<file path="config.mk">
export PLATFORM = sky130hd
export DESIGN_NAME = nv12_rect_border_overlay_unit
export DESIGN_NICKNAME = d
export VERILOG_FILES = /design/src/design/nrbo_pkg.sv /design/src/design/nrbo_position.sv /design/src/design/nrbo_color.sv /design/src/design/nrbo_band.sv /design/src/design/nv12_rect_border_overlay_unit.sv
export SDC_FILE = /design/constraint.sdc
export NUM_CORES = 2
export LEC_CHECK = 0
export BUFFER_PORTS_ARGS = -buffer_cell sky130_fd_sc_hd__buf_4
export CAP_MARGIN = 20
export CORE_MARGIN = 10
export CORE_UTILIZATION = 70
export CTS_CLUSTER_DIAMETER = 200
export DETAILED_ROUTE_END_ITERATION = 10
export GPL_ROUTABILITY_DRIVEN = 0
export PLACE_DENSITY = 0.91
export SYNTH_ARGS = -nofsm -noshare
export SYNTH_HDL_FRONTEND = slang
export SYNTH_HIERARCHICAL = 1
export SYNTH_SLANG_ARGS = --single-unit
</file>
<file path="constraint.sdc">
create_clock -name clk -period 21.2 [get_ports clk]
set_clock_uncertainty 0.05 [all_clocks]
set_input_delay 1.06 -clock clk [delete_from_list [all_inputs] [get_ports clk]]
set_output_delay 1.06 -clock clk [all_outputs]
set_load 0.01 [all_outputs]
</file>
<file path="src/design/nrbo_pkg.sv">
// Shared types and constants of the NV12 rectangle border overlay.
package nrbo_pkg;

  // Width of pixel coordinates and band bounds; covers every frame size up to 8192.
  localparam int POS_W = 16;

  localparam int CFG_IDX_W = 3;
  localparam logic [CFG_IDX_W-1:0] REG_FRAME_WIDTH  = 3'd0;
  localparam logic [CFG_IDX_W-1:0] REG_FRAME_HEIGHT = 3'd1;
  localparam logic [CFG_IDX_W-1:0] REG_RECT_LEFT    = 3'd2;
  localparam logic [CFG_IDX_W-1:0] REG_RECT_TOP     = 3'd3;
  localparam logic [CFG_IDX_W-1:0] REG_RECT_WIDTH   = 3'd4;
  localparam logic [CFG_IDX_W-1:0] REG_RECT_HEIGHT  = 3'd5;
  localparam logic [CFG_IDX_W-1:0] REG_FILL_RGB     = 3'd6;
  localparam logic [CFG_IDX_W-1:0] REG_BORDER_WIDTH = 3'd7;

  typedef struct packed {
    logic [12:0] frame_width;
    logic [12:0] frame_height;
    logic [11:0] rect_left;
    logic [11:0] rect_top;
    logic [12:0] rect_width;
    logic [12:0] rect_height;
    logic [23:0] fill_rgb;
    logic [7:0]  border_width;
  } cfg_t;

  typedef struct packed {
    logic [POS_W-1:0] col;
    logic [POS_W-1:0] row;
    logic             chroma;
    logic             last;
  } pos_t;

endpackage

</file>
<file path="src/design/nrbo_position.sv">
// Column, row and plane counters that place each byte of the NV12 stream.
module nrbo_position
  import nrbo_pkg::*;
#(
  parameter int MAX_WIDTH  = 4096,
  parameter int MAX_HEIGHT = 4096
) (
  input  logic clk,
  input  logic rst,
  input  cfg_t cfg,
  input  logic advance,
  input  logic start,
  output pos_t pos
);

  localparam int XW = $clog2(MAX_WIDTH);
  localparam int YW = $clog2(MAX_HEIGHT);
  localparam logic [POS_W-1:0] W_TOP = POS_W'(MAX_WIDTH & ~1);
  localparam logic [POS_W-1:0] H_TOP = POS_W'(MAX_HEIGHT & ~1);
  localparam logic [POS_W-1:0] MIN_SIZE = POS_W'(2);

  logic [XW-1:0] col, col_next, cur_col;
  logic [YW-1:0] row, row_next, cur_row;
  logic chroma, chroma_next, cur_chroma;
  logic last;
  logic [POS_W-1:0] w_even, h_even, w, h, limit, col_inc, row_inc;

  always_comb begin
    cur_col    = start ? '0 : col;
    cur_row    = start ? '0 : row;
    cur_chroma = start ? 1'b0 : chroma;

    w_even = POS_W'({cfg.frame_width[12:1], 1'b0});
    h_even = POS_W'({cfg.frame_height[12:1], 1'b0});
    if (w_even < MIN_SIZE) begin
      w = MIN_SIZE;
    end else if (w_even > W_TOP) begin
      w = W_TOP;
    end else begin
      w = w_even;
    end
    if (h_even < MIN_SIZE) begin
      h = MIN_SIZE;
    end else if (h_even > H_TOP) begin
      h = H_TOP;
    end else begin
      h = h_even;
    end

    col_inc = POS_W'(cur_col) + POS_W'(1);
    row_inc = POS_W'(cur_row) + POS_W'(1);
    limit   = cur_chroma ? (h >> 1) : h;

    col_next    = XW'(col_inc);
    row_next    = cur_row;
    chroma_next = cur_chroma;
    last        = 1'b0;
    if (col_inc >= w) begin
      col_next = '0;
      if (row_inc >= limit) begin
        row_next    = '0;
        last        = cur_chroma;
        chroma_next = !cur_chroma;
      end else begin
        row_next = YW'(row_inc);
      end
    end

    pos.col    = POS_W'(cur_col);
    pos.row    = POS_W'(cur_row);
    pos.chroma = cur_chroma;
    pos.last   = last;
  end

  always_ff @(posedge clk) begin
    if (rst) begin
      col    <= '0;
      row    <= '0;
      chroma <= 1'b0;
    end else if (advance) begin
      col    <= col_next;
      row    <= row_next;
      chroma <= chroma_next;
    end
  end

endmodule

</file>
<file path="src/design/nrbo_color.sv">
// RGB to YUV conversion of the fill color in Q16 fixed point, clamped to 0..255.
module nrbo_color (
  input  logic [23:0] rgb,
  output logic [7:0]  fill_y,
  output logic [7:0]  fill_u,
  output logic [7:0]  fill_v
);

  localparam int SW = 26;
  localparam logic signed [SW-1:0] KY_R = 26'sd19595;
  localparam logic signed [SW-1:0] KY_G = 26'sd38470;
  localparam logic signed [SW-1:0] KY_B = 26'sd7471;
  localparam logic signed [SW-1:0] KU_R = 26'sd11056;
  localparam logic signed [SW-1:0] KU_G = 26'sd21712;
  localparam logic signed [SW-1:0] KU_B = 26'sd32768;
  localparam logic signed [SW-1:0] KV_R = 26'sd32768;
  localparam logic signed [SW-1:0] KV_G = 26'sd27440;
  localparam logic signed [SW-1:0] KV_B = 26'sd5328;
  localparam logic signed [SW-1:0] OFFSET = 26'sd8388608;

  logic signed [SW-1:0] r, g, b, sum_y, sum_u, sum_v;

  function automatic logic [7:0] clamp_q16(input logic signed [SW-1:0] s);
    logic [7:0] res;
    if (s < 0) begin
      res = 8'd0;
    end else if (s[SW-1:16] > 10'd255) begin
      res = 8'd255;
    end else begin
      res = s[23:16];
    end
    return res;
  endfunction

  always_comb begin
    r = SW'(rgb[23:16]);
    g = SW'(rgb[15:8]);
    b = SW'(rgb[7:0]);
    sum_y = KY_R * r + KY_G * g + KY_B * b;
    sum_u = KU_B * b - KU_R * r - KU_G * g + OFFSET;
    sum_v = KV_R * r - KV_G * g - KV_B * b + OFFSET;
    fill_y = clamp_q16(sum_y);
    fill_u = clamp_q16(sum_u);
    fill_v = clamp_q16(sum_v);
  end

endmodule

</file>
<file path="src/design/nrbo_band.sv">
// Decides whether a luma byte, or any of the four pixels of a chroma pair, lies in the border.
module nrbo_band
  import nrbo_pkg::*;
(
  input  cfg_t cfg,
  input  pos_t pos,
  output logic hit
);

  logic [POS_W-1:0] x0, y0, x1, y1;

  function automatic logic in_band(input logic [POS_W-1:0] x, input logic [POS_W-1:0] y,
                                   input cfg_t c);
    logic [POS_W-1:0] left, top, xe, ye, bw;
    logic in_rect, near;
    left    = POS_W'(c.rect_left);
    top     = POS_W'(c.rect_top);
    bw      = POS_W'(c.border_width);
    xe      = left + POS_W'(c.rect_width);
    ye      = top + POS_W'(c.rect_height);
    in_rect = (x >= left) && (x < xe) && (y >= top) && (y < ye);
    near    = (x < left + bw) || (x + bw >= xe) || (y < top + bw) || (y + bw >= ye);
    return in_rect && near;
  endfunction

  always_comb begin
    x0 = pos.chroma ? {pos.col[POS_W-1:1], 1'b0} : pos.col;
    y0 = pos.chroma ? {pos.row[POS_W-2:0], 1'b0} : pos.row;
    x1 = x0 + POS_W'(1);
    y1 = y0 + POS_W'(1);
    hit = in_band(x0, y0, cfg) ||
          (pos.chroma && (in_band(x1, y0, cfg) || in_band(x0, y1, cfg) ||
                          in_band(x1, y1, cfg)));
  end

endmodule

</file>
<file path="src/design/nv12_rect_border_overlay_unit.sv">
// Top level of the NV12 rectangle border overlay: configuration, input stage and output stage.
// The unit takes one byte of an NV12 frame per clock while s_tready is high (the whole Y plane,
// then the interleaved UV plane) and returns it either unchanged or replaced by the Y, U or V
// value of the border color. Each byte passes an input register and then an output register
// before its result is presented. While a result waits on m_tready, one further byte can still
// enter the input register; s_tready then stays low until the output moves on. The position
// counters advance on every accepted byte, and s_tuser restarts them at the top of the Y plane.
// m_tlast marks the last chroma byte of each frame. Configuration writes are meant for times
// when no byte is in flight.
module nv12_rect_border_overlay_unit
  import nrbo_pkg::*;
#(
  parameter int MAX_WIDTH  = 4096,
  parameter int MAX_HEIGHT = 4096
) (
  input  logic                 clk,
  input  logic                 rst,
  input  logic                 cfg_we,
  input  logic [CFG_IDX_W-1:0] cfg_index,
  input  logic [23:0]          cfg_data,
  input  logic                 s_tvalid,
  output logic                 s_tready,
  input  logic [7:0]           s_tdata,   // pixel_byte
  input  logic                 s_tuser,   // frame_start
  output logic                 m_tvalid,
  input  logic                 m_tready,
  output logic [7:0]           m_tdata,   // out_byte
  output logic                 m_tuser,   // replaced
  output logic                 m_tlast    // frame_end
);

  cfg_t cfg;
  pos_t pos, s1_pos;
  logic s1_valid, out_free, s1_move, in_acc, hit;
  logic [7:0] s1_pix, fill_y, fill_u, fill_v, fill;

  always_ff @(posedge clk) begin
    if (rst) begin
      cfg.frame_width  <= 13'd1920;
      cfg.frame_height <= 13'd1080;
      cfg.rect_left    <= '0;
      cfg.rect_top     <= '0;
      cfg.rect_width   <= '0;
      cfg.rect_height  <= '0;
      cfg.fill_rgb     <= 24'd255;
      cfg.border_width <= 8'd5;
    end else if (cfg_we) begin
      case (cfg_index)
        REG_FRAME_WIDTH:  cfg.frame_width  <= cfg_data[12:0];
        REG_FRAME_HEIGHT: cfg.frame_height <= cfg_data[12:0];
        REG_RECT_LEFT:    cfg.rect_left    <= cfg_data[11:0];
        REG_RECT_TOP:     cfg.rect_top     <= cfg_data[11:0];
        REG_RECT_WIDTH:   cfg.rect_width   <= cfg_data[12:0];
        REG_RECT_HEIGHT:  cfg.rect_height  <= cfg_data[12:0];
        REG_FILL_RGB:     cfg.fill_rgb     <= cfg_data;
        REG_BORDER_WIDTH: cfg.border_width <= cfg_data[7:0];
        default: begin
        end
      endcase
    end
  end

  assign out_free = !m_tvalid || m_tready;
  assign s1_move  = s1_valid && out_free;
  assign s_tready = !s1_valid || out_free;
  assign in_acc   = s_tvalid && s_tready;

  nrbo_position #(
    .MAX_WIDTH (MAX_WIDTH),
    .MAX_HEIGHT(MAX_HEIGHT)
  ) u_position (
    .clk    (clk),
    .rst    (rst),
    .cfg    (cfg),
    .advance(in_acc),
    .start  (s_tuser),
    .pos    (pos)
  );

  always_ff @(posedge clk) begin
    if (rst) begin
      s1_valid <= 1'b0;
    end else if (s_tready) begin
      s1_valid <= s_tvalid;
    end
  end

  always_ff @(posedge clk) begin
    if (in_acc) begin
      s1_pix <= s_tdata;
      s1_pos <= pos;
    end
  end

  nrbo_band u_band (
    .cfg(cfg),
    .pos(s1_pos),
    .hit(hit)
  );

  nrbo_color u_color (
    .rgb   (cfg.fill_rgb),
    .fill_y(fill_y),
    .fill_u(fill_u),
    .fill_v(fill_v)
  );

  always_comb begin
    if (!s1_pos.chroma) begin
      fill = fill_y;
    end else if (s1_pos.col[0]) begin
      fill = fill_v;
    end else begin
      fill = fill_u;
    end
  end

  always_ff @(posedge clk) begin
    if (rst) begin
      m_tvalid <= 1'b0;
    end else if (out_free) begin
      m_tvalid <= s1_valid;
    end
  end

  always_ff @(posedge clk) begin
    if (s1_move) begin
      m_tdata <= hit ? fill : s1_pix;
      m_tuser <= hit;
      m_tlast <= s1_pos.last;
    end
  end

  a_start_resets_position: assert property (@(posedge clk) disable iff (rst)
    (s_tvalid && s_tready && s_tuser) |=>
      (s1_valid && !s1_pos.chroma && s1_pos.col == '0 && s1_pos.row == '0))
    else $error("frame start did not restart the position counters");

  a_last_is_chroma: assert property (@(posedge clk) disable iff (rst)
    (s1_valid && s1_pos.last) |-> s1_pos.chroma)
    else $error("frame end marked on a luma byte");

  a_stalled_stage_holds: assert property (@(posedge clk) disable iff (rst)
    (s1_valid && !s1_move) |=> (s1_valid && $stable(s1_pix) && $stable(s1_pos)))
    else $error("input stage lost or changed a stalled item");

endmodule
</file>
* Word level (Yosys, flattened, before mapping)
Cells that the tools add are included.
Operators by class: $add $sub $neg 20, multiply operators 7, div/mod/pow operators 0, $lt $le $gt $ge 28, equality and inequality tests 7, shift-type cells 0, muxes and demuxes 24, bitwise operators 0, reductions and logical operators 45
Operator list (count):
- $ge A16 B16 Y1 | 6
- $lt A16 B16 Y1 | 6
- $lt A26 B1 Y1 const B | 3
- $mux W8 | 9
- $mux W12 | 5
- $add A26 B25 Y26 const B | 2
- $mux W13 | 4
- $sub A24 B26 Y26 | 2
- $sub A26 B26 Y26 | 2
- $add A16 B8 Y16 | 3
- $ge A16 B12 Y1 | 3
- $mul A15 B8 Y23 const A | 2
- $add A12 B1 Y13 const B | 3
- $add A12 B8 Y13 | 3
- $mul A11 B8 Y19 const A | 2
- $mux W16 | 2
- $gt A10 B8 Y1 const B | 3
- $add A12 B13 Y14 | 2
- $add A26 B22 Y26 | 1
- $add A26 B26 Y26 | 1
- $gt A13 B13 Y1 const B | 2
- $lt A13 B2 Y1 const B | 2
- $mul A13 B8 Y21 const A | 1
- $mul A10 B8 Y18 const A | 1
- 14 further kinds | 61
Word-level totals: register bits after elaboration 179, bits in latches 0, memory bits (writable) 0, ROM bits 0, input port bits 41, output and inout bits 12, memories kept 0

* Logic depth before layout (Yosys ltp)
depth in word-level cells 13, gate-level depth with buffers 35

* Cells and area by module
The synthesis kept the hierarchy.
By module, submodules not included:
- nrbo_color | instances 1, cells an instance 1528, area each 13904.6 sq um
- nrbo_band | instances 1, cells an instance 1168, area each 9026.2 sq um
- nv12_rect_border_overlay_unit | instances 1, cells an instance 494, area each 6222.2 sq um
- nrbo_position | instances 1, cells an instance 327, area each 2441.1 sq um

* Worst setup path after synthesis
OpenSTA, ideal clock, no wires.
kind register -> register, from reg cfg[22] (netlist name), to reg m_tdata[6] (data pin), library setup time 0.261 ns, arrival time 7.341 ns, path slack 13.549 ns, stages on the path, launching flop included 32, cells stage by stage dfxtp_1 > inv_1 > ha_1 > fa_1 > inv_1 > fa_1 > ha_1 > ha_1 > o21ai_0 > a21oi_1 > a21o_1 > a21o_1 > a21o_1 > a21o_1 > xnor2_1 > ha_1 > and3_1 > nand4_1 > nand2_1 > xor2_1 > ha_1 > ha_1 > a21o_1 > a31oi_1 > o21ai_1 > o31ai_2 > o21ai_0 > a21oi_1 > xnor2_2 > o21a_1 > mux2_2 > a221o_1
On the way: word-level cells in the longest chain between the ends 10, elaborated cells between the ends (all ways) 25, classes of those cells add/sub: 7; mul: 3; order compare: 6; mux: 9
RTL lines:
- $mul A11 B8 Y19 (*) | RTL line nrbo_color.sv:41 | sum_v = KV_R * r - KV_G * g - KV_B * b + OFFSET;
- $sub A24 B26 Y26 (*) | RTL line nrbo_color.sv:41
- $sub A26 B26 Y26 (*) | RTL line nrbo_color.sv:41
- $add A26 B25 Y26 (*) | RTL line nrbo_color.sv:41
- parallel branches: the longest is 2 deep, another holds $lt A26 B1 Y1
- $mux W8 (*) | RTL line nrbo_color.sv:25 | if (s < 0) begin
- net fill_v[6] | RTL line nv12_rect_border_overlay_unit.sv:35 | logic [7:0] s1_pix, fill_y, fill_u, fill_v, fill;
- $mux W8 (*) | RTL line nv12_rect_border_overlay_unit.sv:111 | end else if (s1_pos.col[0]) begin
- $mux W8 (*) | RTL line nv12_rect_border_overlay_unit.sv:109 | if (!s1_pos.chroma) begin
- $mux W8 (*) | RTL line nv12_rect_border_overlay_unit.sv:128 | m_tdata <= hit ? fill : s1_pix;
- end signal, assigned | RTL line nv12_rect_border_overlay_unit.sv:128
- end, declared | RTL line nv12_rect_border_overlay_unit.sv:27 | output logic [7:0] m_tdata,
Mark *: on every way through the listed nets, which the timed path passes. A chain may end at the register's enable or synchronous reset.

* Final worst setup path
from reg cfg[16] (netlist name), to reg m_tdata[6] (data pin)
On the way: word-level cells in the longest chain between the ends 10, elaborated cells between the ends (all ways) 25, classes of those cells add/sub: 7; mul: 3; order compare: 6; mux: 9
RTL lines (RTL line):
- $mul A11 B8 Y19 (*) | nrbo_color.sv:41
- $sub A24 B26 Y26 (*) | nrbo_color.sv:41
- $sub A26 B26 Y26 (*) | nrbo_color.sv:41
- $add A26 B25 Y26 (*) | nrbo_color.sv:41
- parallel branches: the longest is 2 deep, another holds $lt A26 B1 Y1
- $mux W8 (*) | nrbo_color.sv:25
- net fill_v[6] | nv12_rect_border_overlay_unit.sv:35
- $mux W8 (*) | nv12_rect_border_overlay_unit.sv:111
- $mux W8 (*) | nv12_rect_border_overlay_unit.sv:109
- $mux W8 (*) | nv12_rect_border_overlay_unit.sv:128
Marks and branches as above.

==> results by group <==
Placed design
  • DPL Wire Length: 72000 um
  • Dpl cells: 4110
  • IO Port Bufs: 52

Routing
  • First-pass DRT Iterations: 7
  • Vias: 27.0k
  • Metal3 WL: 10800 um
  • Final routed DRC violation total: 0
  • Drt wl/cell: 21.7 um
  • ANT nets after route: 0
  • Met1 WL: 35700 um
  • WL met2: ~39000 um
  • Highest Signal Layer: met5
  • Vias per std cell: 6.52
  • DRT Wirelength: 89800 um
  • First-iteration detailed-routing DRC count: 2952

Cells and area
  • Most common cell after layout, fill and taps aside: ha_1
  • Area of the multi-input gates: ~25000 um^2
  • Syn-to-layout area delta: 5.16%
  • Most frequent cells in the layout: ha_1, inv_1, fa_1
  • Final std cells w/o fill: around 4.1k
  • Sequential cell area: about 4200 um^2
  • Filler Cell Count: ~2.8k
  • Share of cells above drive strength 1: 0.0524
  • Number of nets in the layout: 4478

Die
  • Die Wd: between 200 and 250 um
  • Die footprint: 53900 um^2
  • Placeable Area: 44400 um^2
  • Io pins: 53
  • Starting Density: 0.710
  • FP Rows: 77
  • Die height: 232 um

Clocking
  • Worst-path clk slew: 80 ps
  • Worst-Skew Late Latency: ~460 ps
  • Post-CTS Hold Buffers: 0
  • CTS buffer count: 17
  • Postcts setup bufs: 0
  • Clk sinks: about 190
  • Resized cells post-CTS: 0
  • CTS root buf: clkbuf_16
  • H-tree depth: 4
  • TritonCTS clock tree: yes
  • CTS max path bufs: 2

Critical path
  • Startpoint Class: flip-flop
  • Crit-path max FO: 15
  • Critical Path Slowest Stage Cell: dfxtp_1
  • Worst Path Class, Setup: flip-flop to flip-flop
  • Critical Path AT: 8890 ps
  • CP Capture Type: flip-flop
  • Req. time, crit path: 21350 ps
  • Max incr delay on CP: 840 ps

STA
  • Final hold vios: 0
  • Final Max Tran Viols: 0
  • Headroom to the max-slew limit: 0.217
  • Fin crit period: 8740 ps
  • Worst-margin pin slew: 1140 ps
  • Final setup fails: 0
  • RSZ-0062 raised after global routing: false
  • Setup TNS: 0 ps
  • Max frequency: 0.114 GHz
  • Period utilization: 0.412

Run
  • Max-Cap Viols: 0

GRT
  • Global-route wire length before repair: 141000 um
  • Overall routing resource usage: 0.327
  • Vias in the first global route: 26.9k
  • Pin count of the biggest net entering global routing: around 100
  • Overflow left after global routing: 0
  • Initial antenna violation count: 2

Pwr
  • VDD IR-drop max: 0.0531 mV
  • Leakage: 0.0168 uW
  • Power Density: 50.9 nW/um^2

Yosys
  • Syn. warnings: 6
  • Synthesized area: between 30000 and 40000 um^2
  • Mapped Cells: 3511
  • Avg Cell Area, Syn: around 9.0 um^2

Outcome
  • Outcome: completed

Hold path
  • Worst hold path type: flip-flop to flip-flop
-- worst paths after layout --
kind	start	endpoint	slack, ps	depth (start not counted)
max	cfg[16]	m_tdata[6]	12460	33
min	s1_pos[0]	m_tlast	390	0
max reg2reg	cfg[16]	m_tdata[6]	12460	33
min reg2reg	s1_pos[0]	m_tlast	390	0
-- per-stage QoR --
step | hold slack, ps | power (uW) | cell area [um^2] | setup WS (ps) | util
final | 388 | 1690 | 33100 | 12460 | 0.746
after global routing | 403 | 1800 | 33100 | 11860 | 0.746
after CTS | 393 | 1660 | 33100 | 12580 | 0.746
after detailed placement | 375 | 1300 | 32500 | 12610 | 0.731
after global placement | 352 | 1260 | 32500 | 12940 | 0.731
after floorplan | 350 | 1050 | 31500 | 13550 | -
-- power breakdown --
group / switching, uW / internal [uW] / total [uW]
combinational: 549 / 394 / 944
clock: 176 / 180 / 355
sequential: 15.6 / 373 / 389
total: 741 / 947 / 1690
-- cell type report --
class,instances,share of cell area
multi-input cells,2801,0.761
flip-flops and latches,185,0.127
inverters,459,0.0520
well taps,592,0.0223
repair buffers,75,0.0176
clock buffers,18,0.0136
clock inverters,14,0.00559
diodes,1,0.0000755
-- worst max-delay path: cells and delay by family (launching register included) --
family          cells  cell delay, ps
buf+inv             4             580
flops               1             840
xor+xnor            3             450
compound gates     14            3060
mux                 1             260
fa+ha+maj           7            2480
simple gates        4             770
-- registers in the layout, summed over array words and instances, names as in the netlist --
name,cells
cfg,106
m_tdata,8
m_tlast,1
m_tuser,1
m_tvalid,1
s1_pix,8
s1_pos,34
s1_valid,1
u_position/chroma,1
u_position/col,12
u_position/row,12
-- routing by layer --
layer  global-route usage  vias up
met2                0.511     1512
li1                     -    12308
met4                0.145        2
met5                    0        -
met3                0.106      349
met1                0.406    12851
Power figures use the tool's default switching activity.
